File: src/design/tct_pkg.sv
// ----------------------------------------------------------------------------
// tct_pkg: shared types and constants for the touch coordinate transform
// Field widths, register indexes, reset values and divider request/response
// structs used by the interfaces, the divider and the top level.
// ----------------------------------------------------------------------------
package tct_pkg;

  // field and register widths
  localparam int RAW_W  = 12;           // raw touch sample
  localparam int CFG_W  = 14;           // widest configuration register
  localparam int FB_W   = 13;           // framebuffer size register
  localparam int ORI_W  = 3;            // orientation register
  localparam int SCR_W  = 12;           // screen coordinate
  localparam int IDX_W  = 3;            // register index

  // datapath widths
  localparam int DIFF_W = 15;           // raw - min
  localparam int SPAN_W = 15;           // max - min
  localparam int PROD_W = 28;           // (raw - min) * fb_size, signed
  localparam int NUM_W  = PROD_W - 1;   // dividend magnitude
  localparam int DEN_W  = SPAN_W - 1;   // divisor magnitude
  localparam int QS_W   = NUM_W + 1;    // signed quotient
  localparam int POS_W  = QS_W + 1;     // quotient after mirroring

  // divider shape: quotient bits resolved per pipeline stage
  localparam int DIV_BITS   = 3;
  localparam int DIV_STAGES = NUM_W / DIV_BITS;

  // default screen size
  localparam int DEF_SCREEN_WIDTH  = 800;
  localparam int DEF_SCREEN_HEIGHT = 480;

  // register reset values
  localparam logic signed [CFG_W-1:0] X_MIN_RST  = 14'sd0;
  localparam logic signed [CFG_W-1:0] X_MAX_RST  = 14'sd4095;
  localparam logic signed [CFG_W-1:0] Y_MIN_RST  = 14'sd0;
  localparam logic signed [CFG_W-1:0] Y_MAX_RST  = 14'sd4095;
  localparam logic [FB_W-1:0]         FB_W_RST   = 13'd800;
  localparam logic [FB_W-1:0]         FB_H_RST   = 13'd480;
  localparam logic [ORI_W-1:0]        ORIENT_RST = 3'd0;

  // orientation bit positions
  localparam int ORI_ROT    = 0;
  localparam int ORI_FLIP_H = 1;
  localparam int ORI_FLIP_V = 2;

  // configuration register indexes
  typedef enum logic [IDX_W-1:0] {
    REG_X_MIN     = 3'd0,
    REG_X_MAX     = 3'd1,
    REG_Y_MIN     = 3'd2,
    REG_Y_MAX     = 3'd3,
    REG_FB_WIDTH  = 3'd4,
    REG_FB_HEIGHT = 3'd5,
    REG_ORIENT    = 3'd6
  } cfg_idx_t;

  // divider request: unsigned magnitudes and the sign of the quotient
  typedef struct packed {
    logic [NUM_W-1:0] num;
    logic [DEN_W-1:0] den;
    logic             neg;
  } div_req_t;

  // divider response: quotient magnitude and its sign
  typedef struct packed {
    logic [NUM_W-1:0] quo;
    logic             neg;
  } div_rsp_t;

endpackage

File: src/design/tct_in_if.sv
// ----------------------------------------------------------------------------
// tct_in_if: raw touch sample channel
// Valid/ready channel carrying one raw (x, y) sample per beat.
// ----------------------------------------------------------------------------
interface tct_in_if import tct_pkg::*; ();
  logic             valid;
  logic             ready;
  logic [RAW_W-1:0] raw_x;
  logic [RAW_W-1:0] raw_y;

  modport source (output valid, output raw_x, output raw_y, input ready);
  modport sink   (input valid, input raw_x, input raw_y, output ready);
endinterface

File: src/design/tct_out_if.sv
// ----------------------------------------------------------------------------
// tct_out_if: screen coordinate channel
// Valid/ready channel carrying one clamped screen position per beat.
// ----------------------------------------------------------------------------
interface tct_out_if import tct_pkg::*; ();
  logic             valid;
  logic             ready;
  logic [SCR_W-1:0] screen_x;
  logic [SCR_W-1:0] screen_y;
  logic             range_error;

  modport source (output valid, output screen_x, output screen_y, output range_error,
                  input ready);
  modport sink   (input valid, input screen_x, input screen_y, input range_error,
                  output ready);
endinterface

File: src/design/tct_div.sv
// ----------------------------------------------------------------------------
// tct_div: pipelined unsigned restoring divider
// Resolves DIV_BITS quotient bits per stage over DIV_STAGES stages; the whole
// pipe advances together under adv so a stall holds every stage in place.
// ----------------------------------------------------------------------------
module tct_div import tct_pkg::*; (
  input  logic     clk,
  input  logic     rst_n,
  input  logic     adv,
  input  logic     req_vld,
  input  div_req_t req,
  output logic     rsp_vld,
  output div_rsp_t rsp
);

  logic [DIV_STAGES-1:0] vld_r;
  logic [DIV_STAGES-1:0] neg_r;
  logic [DEN_W-1:0]      rem_r [DIV_STAGES];
  logic [NUM_W-1:0]      nq_r  [DIV_STAGES];
  logic [DEN_W-1:0]      den_r [DIV_STAGES];

  for (genvar s = 0; s < DIV_STAGES; s++) begin : g_stage
    logic [DEN_W-1:0] rem_in;
    logic [NUM_W-1:0] nq_in;
    logic [DEN_W-1:0] den_in;
    logic             vld_in;
    logic             neg_in;
    logic [DEN_W-1:0] rem_nxt;
    logic [NUM_W-1:0] nq_nxt;

    // select stage input: request for the first stage, previous stage after
    if (s == 0) begin : g_first
      assign rem_in = '0;
      assign nq_in  = req.num;
      assign den_in = req.den;
      assign vld_in = req_vld;
      assign neg_in = req.neg;
    end else begin : g_next
      assign rem_in = rem_r[s-1];
      assign nq_in  = nq_r[s-1];
      assign den_in = den_r[s-1];
      assign vld_in = vld_r[s-1];
      assign neg_in = neg_r[s-1];
    end

    // shift in dividend bits, trial subtract, shift in quotient bits
    always_comb begin
      logic [DEN_W:0] trial;
      rem_nxt = rem_in;
      nq_nxt  = nq_in;
      for (int b = 0; b < DIV_BITS; b++) begin
        trial  = {rem_nxt, nq_nxt[NUM_W-1]};
        nq_nxt = {nq_nxt[NUM_W-2:0], 1'b0};
        if (trial >= {1'b0, den_in}) begin
          trial     = trial - {1'b0, den_in};
          nq_nxt[0] = 1'b1;
        end
        rem_nxt = trial[DEN_W-1:0];
      end
    end

    // advance valid bit
    always_ff @(posedge clk) begin
      if (!rst_n) begin
        vld_r[s] <= 1'b0;
      end else if (adv) begin
        vld_r[s] <= vld_in;
      end
    end

    // advance payload
    always_ff @(posedge clk) begin
      if (adv) begin
        rem_r[s] <= rem_nxt;
        nq_r[s]  <= nq_nxt;
        den_r[s] <= den_in;
        neg_r[s] <= neg_in;
      end
    end
  end

  assign rsp_vld = vld_r[DIV_STAGES-1];
  assign rsp.quo = nq_r[DIV_STAGES-1];
  assign rsp.neg = neg_r[DIV_STAGES-1];

endmodule

File: src/design/touch_coordinate_transform_core.sv
// ----------------------------------------------------------------------------
// touch_coordinate_transform_core: raw touch sample to screen coordinates
// Linear calibration per axis, rotate and flip, clamp to the screen size.
// ----------------------------------------------------------------------------
// Usage:
//   in_ch carries raw (raw_x, raw_y) beats, out_ch carries one beat of
//   (screen_x, screen_y, range_error) per input beat, in order.
//   The cfg_* port writes the calibration registers (index in cfg_index).
//   Write only while the block holds no sample in flight; it does not check.
// Pipeline: difference, multiply, magnitude, 9 divider stages of 3 quotient
//   bits each, sign, and the mirror/clamp output register.
// Throughput: one beat per cycle unless stalled; the divider sets stage count.
// Stall: when out_ch holds a beat that is not taken, the whole pipeline
//   holds and in_ch.ready drops in the same cycle; nothing is lost.
// Reset: rst_n low for one clock empties the pipeline and loads the default
//   calibration (span 0..4095, 800x480 framebuffer, no rotation).
// Zero span: when x_max equals x_min or y_max equals y_min the result is
//   (0, 0) with range_error set.
// ----------------------------------------------------------------------------
module touch_coordinate_transform_core import tct_pkg::*; #(
  parameter int SCREEN_WIDTH  = DEF_SCREEN_WIDTH,
  parameter int SCREEN_HEIGHT = DEF_SCREEN_HEIGHT
) (
  input  logic             clk,
  input  logic             rst_n,
  input  logic             cfg_we,
  input  logic [IDX_W-1:0] cfg_index,
  input  logic [CFG_W-1:0] cfg_data,
  tct_in_if.sink           in_ch,
  tct_out_if.source        out_ch
);

  localparam logic signed [POS_W-1:0] X_LIM = POS_W'(SCREEN_WIDTH);
  localparam logic signed [POS_W-1:0] Y_LIM = POS_W'(SCREEN_HEIGHT);

  // configuration registers
  logic signed [CFG_W-1:0] x_min_r;
  logic signed [CFG_W-1:0] x_max_r;
  logic signed [CFG_W-1:0] y_min_r;
  logic signed [CFG_W-1:0] y_max_r;
  logic [FB_W-1:0]         fb_width_r;
  logic [FB_W-1:0]         fb_height_r;
  logic [ORI_W-1:0]        orient_r;

  // pipeline control
  logic adv;

  // stage 0: raw - min
  logic                     s0_vld_r;
  logic signed [DIFF_W-1:0] s0_dx_r, s0_dy_r;
  logic signed [DIFF_W-1:0] dx_nxt, dy_nxt;

  // stage 1: scaled numerators
  logic                     s1_vld_r;
  logic signed [PROD_W-1:0] s1_px_r, s1_py_r;
  logic signed [PROD_W-1:0] px_nxt, py_nxt;

  // stage 2: divider requests
  logic                     s2_vld_r;
  div_req_t                 s2_x_r, s2_y_r;
  div_req_t                 req_x_nxt, req_y_nxt;
  logic signed [SPAN_W-1:0] span_x, span_y;

  // divider outputs
  logic     dx_vld, dy_vld;
  div_rsp_t rsp_x, rsp_y;

  // stage p1: signed quotients
  logic                   p1_vld_r;
  logic signed [QS_W-1:0] p1_qx_r, p1_qy_r;
  logic signed [QS_W-1:0] qx_nxt, qy_nxt;

  // output stage
  logic                    out_vld_r;
  logic [SCR_W-1:0]        out_x_r, out_y_r;
  logic                    out_err_r;
  logic signed [POS_W-1:0] fw_m1, fh_m1, ax, ay, sx_v, sy_v;
  logic                    zero_span;

  function automatic logic [SCR_W-1:0] clamp_pos(input logic signed [POS_W-1:0] v,
                                                 input logic signed [POS_W-1:0] lim);
    logic signed [POS_W-1:0] top;
    top = lim - POS_W'(1);
    if (v < 0) begin
      return '0;
    end else if (v >= lim) begin
      return top[SCR_W-1:0];
    end
    return v[SCR_W-1:0];
  endfunction

  // write configuration registers; unknown indexes are dropped
  always_ff @(posedge clk) begin
    if (!rst_n) begin
      x_min_r     <= X_MIN_RST;
      x_max_r     <= X_MAX_RST;
      y_min_r     <= Y_MIN_RST;
      y_max_r     <= Y_MAX_RST;
      fb_width_r  <= FB_W_RST;
      fb_height_r <= FB_H_RST;
      orient_r    <= ORIENT_RST;
    end else if (cfg_we) begin
      unique case (cfg_idx_t'(cfg_index))
        REG_X_MIN:     x_min_r     <= cfg_data;
        REG_X_MAX:     x_max_r     <= cfg_data;
        REG_Y_MIN:     y_min_r     <= cfg_data;
        REG_Y_MAX:     y_max_r     <= cfg_data;
        REG_FB_WIDTH:  fb_width_r  <= cfg_data[FB_W-1:0];
        REG_FB_HEIGHT: fb_height_r <= cfg_data[FB_W-1:0];
        REG_ORIENT:    orient_r    <= cfg_data[ORI_W-1:0];
        default: ;
      endcase
    end
  end

  // advance the whole pipe unless the output beat is held
  assign adv         = !out_vld_r || out_ch.ready;
  assign in_ch.ready = adv;

  // stage 0: offset raw samples
  assign dx_nxt = DIFF_W'($signed({1'b0, in_ch.raw_x})) - DIFF_W'(x_min_r);
  assign dy_nxt = DIFF_W'($signed({1'b0, in_ch.raw_y})) - DIFF_W'(y_min_r);

  // stage 1: scale by framebuffer size
  assign px_nxt = PROD_W'(s0_dx_r) * PROD_W'($signed({1'b0, fb_width_r}));
  assign py_nxt = PROD_W'(s0_dy_r) * PROD_W'($signed({1'b0, fb_height_r}));

  // stage 2: split into magnitudes and quotient sign
  assign span_x = SPAN_W'(x_max_r) - SPAN_W'(x_min_r);
  assign span_y = SPAN_W'(y_max_r) - SPAN_W'(y_min_r);

  always_comb begin
    req_x_nxt.num = s1_px_r[PROD_W-1] ? NUM_W'(-s1_px_r) : s1_px_r[NUM_W-1:0];
    req_x_nxt.den = span_x[SPAN_W-1] ? DEN_W'(-span_x) : span_x[DEN_W-1:0];
    req_x_nxt.neg = s1_px_r[PROD_W-1] ^ span_x[SPAN_W-1];
    req_y_nxt.num = s1_py_r[PROD_W-1] ? NUM_W'(-s1_py_r) : s1_py_r[NUM_W-1:0];
    req_y_nxt.den = span_y[SPAN_W-1] ? DEN_W'(-span_y) : span_y[DEN_W-1:0];
    req_y_nxt.neg = s1_py_r[PROD_W-1] ^ span_y[SPAN_W-1];
  end

  // front stage valid bits
  always_ff @(posedge clk) begin
    if (!rst_n) begin
      s0_vld_r <= 1'b0;
      s1_vld_r <= 1'b0;
      s2_vld_r <= 1'b0;
    end else if (adv) begin
      s0_vld_r <= in_ch.valid;
      s1_vld_r <= s0_vld_r;
      s2_vld_r <= s1_vld_r;
    end
  end

  // front stage payload
  always_ff @(posedge clk) begin
    if (adv) begin
      s0_dx_r <= dx_nxt;
      s0_dy_r <= dy_nxt;
      s1_px_r <= px_nxt;
      s1_py_r <= py_nxt;
      s2_x_r  <= req_x_nxt;
      s2_y_r  <= req_y_nxt;
    end
  end

  // divide each axis
  tct_div u_div_x (
    .clk     (clk),
    .rst_n   (rst_n),
    .adv     (adv),
    .req_vld (s2_vld_r),
    .req     (s2_x_r),
    .rsp_vld (dx_vld),
    .rsp     (rsp_x)
  );

  tct_div u_div_y (
    .clk     (clk),
    .rst_n   (rst_n),
    .adv     (adv),
    .req_vld (s2_vld_r),
    .req     (s2_y_r),
    .rsp_vld (dy_vld),
    .rsp     (rsp_y)
  );

  // stage p1: restore quotient sign (truncation toward zero)
  always_comb begin
    qx_nxt = $signed({1'b0, rsp_x.quo});
    qy_nxt = $signed({1'b0, rsp_y.quo});
    if (rsp_x.neg) begin
      qx_nxt = -qx_nxt;
    end
    if (rsp_y.neg) begin
      qy_nxt = -qy_nxt;
    end
  end

  always_ff @(posedge clk) begin
    if (!rst_n) begin
      p1_vld_r <= 1'b0;
    end else if (adv) begin
      p1_vld_r <= dx_vld && dy_vld;
    end
  end

  always_ff @(posedge clk) begin
    if (adv) begin
      p1_qx_r <= qx_nxt;
      p1_qy_r <= qy_nxt;
    end
  end

  // output stage: rotate, mirror, clamp
  assign fw_m1     = POS_W'($signed({1'b0, fb_width_r})) - POS_W'(1);
  assign fh_m1     = POS_W'($signed({1'b0, fb_height_r})) - POS_W'(1);
  assign ax        = POS_W'(p1_qx_r);
  assign ay        = POS_W'(p1_qy_r);
  assign zero_span = (x_max_r == x_min_r) || (y_max_r == y_min_r);

  always_comb begin
    if (orient_r[ORI_ROT]) begin
      sx_v = orient_r[ORI_FLIP_V] ? (fh_m1 - ay) : ay;
      sy_v = orient_r[ORI_FLIP_H] ? (fw_m1 - ax) : ax;
    end else begin
      sx_v = orient_r[ORI_FLIP_H] ? (fw_m1 - ax) : ax;
      sy_v = orient_r[ORI_FLIP_V] ? (fh_m1 - ay) : ay;
    end
  end

  always_ff @(posedge clk) begin
    if (!rst_n) begin
      out_vld_r <= 1'b0;
    end else if (adv) begin
      out_vld_r <= p1_vld_r;
    end
  end

  always_ff @(posedge clk) begin
    if (adv) begin
      out_x_r   <= zero_span ? '0 : clamp_pos(sx_v, X_LIM);
      out_y_r   <= zero_span ? '0 : clamp_pos(sy_v, Y_LIM);
      out_err_r <= zero_span;
    end
  end

  assign out_ch.valid       = out_vld_r;
  assign out_ch.screen_x    = out_x_r;
  assign out_ch.screen_y    = out_y_r;
  assign out_ch.range_error = out_err_r;

  // range error forces the origin
  a_err_zero: assert property (@(posedge clk) disable iff (!rst_n)
    (out_vld_r && out_err_r) |-> (out_x_r == '0) && (out_y_r == '0))
    else $error("range error beat with nonzero coordinates");

  // coordinates stay on screen
  a_on_screen: assert property (@(posedge clk) disable iff (!rst_n)
    out_vld_r |-> ({1'b0, out_x_r} < (SCR_W+1)'(SCREEN_WIDTH)) &&
                  ({1'b0, out_y_r} < (SCR_W+1)'(SCREEN_HEIGHT)))
    else $error("output coordinate beyond screen size");

  // an accepted beat enters stage 0
  a_accept_enters: assert property (@(posedge clk) disable iff (!rst_n)
    (in_ch.valid && in_ch.ready) |=> s0_vld_r)
    else $error("accepted beat missing from stage 0");

  // a held output freezes the sign stage
  a_stall_holds: assert property (@(posedge clk) disable iff (!rst_n)
    (p1_vld_r && !adv) |=> p1_vld_r && $stable(p1_qx_r) && $stable(p1_qy_r))
    else $error("pipeline moved during stall");

  // both axis dividers stay in step
  a_div_lockstep: assert property (@(posedge clk) disable iff (!rst_n)
    dx_vld == dy_vld)
    else $error("axis dividers out of step");

endmodule

File: src/flat_wrapper.sv
// flat-port wrapper written by rule: the top's interface ports become plain ports
module touch_coordinate_transform_core_flat import tct_pkg::*;
#(
  parameter int SCREEN_WIDTH  = DEF_SCREEN_WIDTH,
  parameter int SCREEN_HEIGHT = DEF_SCREEN_HEIGHT
)
  (clk, rst_n, cfg_we, cfg_index, cfg_data, in_ch_valid, in_ch_raw_x, in_ch_raw_y, in_ch_ready, out_ch_valid, out_ch_screen_x, out_ch_screen_y, out_ch_range_error, out_ch_ready);
  tct_in_if in_ch_i ();
  tct_out_if out_ch_i ();
  input  logic clk;
  input  logic rst_n;
  input  logic cfg_we;
  input  logic [IDX_W-1:0] cfg_index;
  input  logic [CFG_W-1:0] cfg_data;
  input wire logic [$bits(in_ch_i.valid)-1:0] in_ch_valid;
  input wire logic [$bits(in_ch_i.raw_x)-1:0] in_ch_raw_x;
  input wire logic [$bits(in_ch_i.raw_y)-1:0] in_ch_raw_y;
  output wire logic [$bits(in_ch_i.ready)-1:0] in_ch_ready;
  output wire logic [$bits(out_ch_i.valid)-1:0] out_ch_valid;
  output wire logic [$bits(out_ch_i.screen_x)-1:0] out_ch_screen_x;
  output wire logic [$bits(out_ch_i.screen_y)-1:0] out_ch_screen_y;
  output wire logic [$bits(out_ch_i.range_error)-1:0] out_ch_range_error;
  input wire logic [$bits(out_ch_i.ready)-1:0] out_ch_ready;
  assign in_ch_i.valid = in_ch_valid;
  assign in_ch_i.raw_x = in_ch_raw_x;
  assign in_ch_i.raw_y = in_ch_raw_y;
  assign in_ch_ready = in_ch_i.ready;
  assign out_ch_valid = out_ch_i.valid;
  assign out_ch_screen_x = out_ch_i.screen_x;
  assign out_ch_screen_y = out_ch_i.screen_y;
  assign out_ch_range_error = out_ch_i.range_error;
  assign out_ch_i.ready = out_ch_ready;
  touch_coordinate_transform_core #(.SCREEN_WIDTH(SCREEN_WIDTH), .SCREEN_HEIGHT(SCREEN_HEIGHT)) u_core (.clk(clk), .rst_n(rst_n), .cfg_we(cfg_we), .cfg_index(cfg_index), .cfg_data(cfg_data), .in_ch(in_ch_i), .out_ch(out_ch_i));
endmodule
File: config.mk
export PLATFORM = sky130hd
export DESIGN_NAME = touch_coordinate_transform_core_flat
export DESIGN_NICKNAME = d
export VERILOG_FILES = /design/src/design/tct_pkg.sv /design/src/design/tct_in_if.sv /design/src/design/tct_out_if.sv /design/src/design/tct_div.sv /design/src/design/touch_coordinate_transform_core.sv /design/src/flat_wrapper.sv
export SDC_FILE = /design/constraint.sdc
export NUM_CORES = 2
export LEC_CHECK = 0
export BUFFER_PORTS_ARGS = -buffer_cell sky130_fd_sc_hd__clkbuf_2
export CORE_AREA = 2 2 438 440
export CTS_CLUSTER_SIZE = 16
export DETAILED_ROUTE_END_ITERATION = 6
export DIE_AREA = 0 0 440 442
export GPL_TIMING_DRIVEN = 0
export MAX_ROUTING_LAYER = met4
export PLACE_DENSITY = 0.73
export SLEW_MARGIN = 40
export SYNTH_ARGS = -nofsm -noshare
export SYNTH_HDL_FRONTEND = slang
export SYNTH_SLANG_ARGS = --single-unit
File: constraint.sdc
create_clock -name clk -period 35.2 [get_ports clk]
set_input_delay 1.76 -clock clk [delete_from_list [all_inputs] [get_ports clk]]
set_output_delay 1.76 -clock clk [all_outputs]
set_load 0.1 [all_outputs]
==> qor.txt <==
Critical Path Slowest Stage Cell: o21ai_0
CTS max path bufs: 3
Initial antenna violation count: 5
Top cell type by total area after synthesis: edfxtp_1
Num rows: 160
Hold Path Class: reg -> reg
Gpl congestion: 0.956
Initial Util: 0.547
FILL cells: 15700
CP endpoint kind: flop
Synth Register Bits: 1302
Largest net degree at the start of global routing: 80
Port buffer count: 71
CP most frequent cell: o21ai_0
Setup Buffers After CTS: 0
Number of synthesized flops with an enable pin: 1203
Max-slew headroom: 0.429
I/O pin count: 73
Synthesized area: 104000 µm²
Final Cycle Share: 0.300
DIE WIDTH: 440 µm
Max Cap Violations: 0
Yosys warns: 0
Final HPWL DP: 204000 µm
Final max-slew violation count: 0
Drt initial violations: 5407
Area growth syn-to-layout: 8.50%
Vias: 76900
First-pass GRT wire length: 406000 µm
Routed wire per std cell: 19.5 µm
Clock skew: 29.0 ps
CTS buffer count: 144
Worst path max stage delay: 530 ps
Nets: 12000
Clock latency on the worst-skew pair: 810 ps
Global route overflow: 0
Top_reg_cell synth: edfxtp_1
WS Path Type: reg -> reg
Avg Inst Size Synth: 10.1 µm²
Post-DRT Antenna Nets: 0
CP Launch Type: flop
DRC viols: 1
Post-cts resize count: 0
Status: complete, but fails checks
Share of cells above drive strength 1: 0.0768
Tmin final: 10560 ps
Vias per cell: 5.85
WL final: 256000 µm
CTS tree: built
Clock transition at path regs: 60 ps
Number of global-route vias before repair: 76800
Hold-fix buffers at CTS: 0
Syn Inst Count: 10300
Fin Setup TNS: 0 ps
Setup violators final: 0
DRT Pass-1 Iters: 7
CTS root buf: clkbuf_16
Critical path peak fanout: 10
RSZ-0062 raised after global routing: no
Top-area cell type share of the netlist area: 0.348
Fmax: 94.7 MHz
Die height: 442 µm
Final Hold Viols: 0
Core Area: 190000 µm²
Failing checks: design-rule violations
Distinct cells, synth: 104
CTS Sinks: 1302
Synth area leaders: edfxtp_1, ha_1, fa_1, xnor2_1, inv_1
GRT Total Usage: 0.269
Req. time, crit path: 35750 ps
Die footprint: 194000 µm²
Worst Tran Pin Value: 849 ps
Sequential-to-total area share from yosys stat: 0.367
WP data arrival: 11120 ps
CTS H-tree depth: 4
Asr flop ratio synth: 0
[critical path, delay by kind of cell (launching register included)]
kind	cells	cell delay, ps
adder cells (fa/ha/maj)	3	940
AND/OR/NAND/NOR	6	1000
multiplexers	1	380
buffers and inverters	8	1850
AO/OA/AOI/OAI	21	5630
flip-flops	1	470
[cells in the mapped netlist (18+ instances only)]
cell type and n:
o21ai_0 474, o41ai_1 28, clkbuf_1 187, o21ai_1 18, o22ai_1 25, a21o_1 261, nand2b_1 101, mux2i_1 106
nand3_1 175, nand4_1 127, xnor2_1 560, or3_1 68, edfxtp_1 1203, a31o_2 18, a31oi_1 65, inv_1 1119
o21bai_1 84, nor4_1 64, a221oi_1 18, mux2_2 351, a211o_1 26, nor3_1 167, or4_1 37, o31ai_1 65
o31a_1 19, nand2_1 852, o211ai_1 43, nor2b_1 164, o21a_1 106, o2111ai_1 18, ha_1 986, xor2_1 202
dfxtp_1 99, nor2_1 613, a211oi_1 58, buf_2 27, a21oi_1 558, or2_2 34, and3_1 50, fa_1 430
and2_1 233, a21boi_0 131
[path summary, 6_finish.rpt]
path | from | end | slack, ps | depth (start not counted)
setup / recovery | u_core.u_div_y.den_r[0][57] | u_core.u_div_y.rem_r[0][82] | 24640 | 39
setup reg to reg | u_core.u_div_y.den_r[0][57] | u_core.u_div_y.rem_r[0][82] | 24640 | 39
hold / removal | u_core.u_div_y.nq_r[0][12] | u_core.u_div_y.nq_r[0][42] | 400 | 0
hold reg to reg | u_core.u_div_y.nq_r[0][12] | u_core.u_div_y.nq_r[0][42] | 400 | 0
[metal layers]
layer  wire, µm  share of wire  global-route usage
met5          0              0                   -
met4       9360          0.037              0.0953
met3      12000          0.047              0.0281
met2     121000           0.47               0.433
met1     113000           0.44               0.353
[cells in the final DEF, fill, tap and decap left out, types with 43 or more instances in the layout]
cell	Yosys	final
fa_1	430	430
nor2b_1	164	164
nand2b_1	101	101
or3_1	68	68
and3_1	50	50
nand3_1	175	175
o21bai_1	84	84
a21boi_0	131	131
edfxtp_1	1203	1203
a21oi_1	558	557
nor3_1	167	167
nor4_1	64	60
a211oi_1	58	58
xnor2_1	560	560
o21ai_0	474	474
clkbuf_2	0	71
nand4_1	127	127
o211ai_1	43	43
clkbuf_16	0	146
dfxtp_1	99	99
nand2_1	852	852
xor2_1	202	202
clkbuf_1	187	204
o31ai_1	65	65
a31oi_1	65	65
inv_1	1119	1119
ha_1	986	986
mux2i_1	106	106
o21a_1	106	106
mux2_2	351	351
nor2_1	613	613
and2_1	233	231
a21o_1	261	261
[sequential cells by signal (all words and copies together) (netlist names), 28 cells and up]
register / count
u_core.p1_qx_r: 28
u_core.p1_qy_r: 28
u_core.s1_px_r: 28
u_core.s1_py_r: 28
u_core.s2_x_r: 42
u_core.s2_y_r: 42
u_core.u_div_x.den_r: 112
u_core.u_div_x.nq_r: 243
u_core.u_div_x.rem_r: 112
u_core.u_div_y.den_r: 112
u_core.u_div_y.nq_r: 243
u_core.u_div_y.rem_r: 112
[area by class of cell]
type | count | area [µm²] | share of cell area
inverters | 1128 | 4230 | 0.0376
multi-input cells | 7599 | 60500 | 0.537
diodes | 5 | 12.5 | 0.000111
repair buffers | 95 | 858 | 0.00763
clock inverters | 101 | 1000 | 0.00892
flip-flops and latches | 1302 | 38100 | 0.339
clock buffers | 165 | 3730 | 0.0332
plain buffers | 242 | 1000 | 0.00893
well taps | 2511 | 3140 | 0.0279
[logic make-up (layout without fill, tap and decap cells)]
logic type      count (synthesis)  count (layout)  share of synthesized area
fa+ha+maj                    1416            1416                      0.202
xor+xnor                      762             762                     0.0643
other cells                     1              10                  0.0000361
buf+inv                      1370            1731                     0.0504
flops                        1302            1302                      0.367
mux                           466             466                     0.0496
compound gates               2185            2185                      0.137
simple gates                 2765            2765                      0.129
[per-stage QoR]
stage               utilization  std cells  hold WS (ps)  setup WS, ps  area [µm²]
floorplan                     -      10300           400         16040      104000
global placement          0.566      12900           400          8680      107000
detailed placement        0.569      12900           405         24800      108000
CTS                       0.594      13100           395         24710      113000
global route              0.594      13100           409         23930      113000
finish                    0.594      13100           398         24640      113000
Power is not shown: default switching activity piles up to over one toggle a cycle in this logic, so the estimate is an artifact.
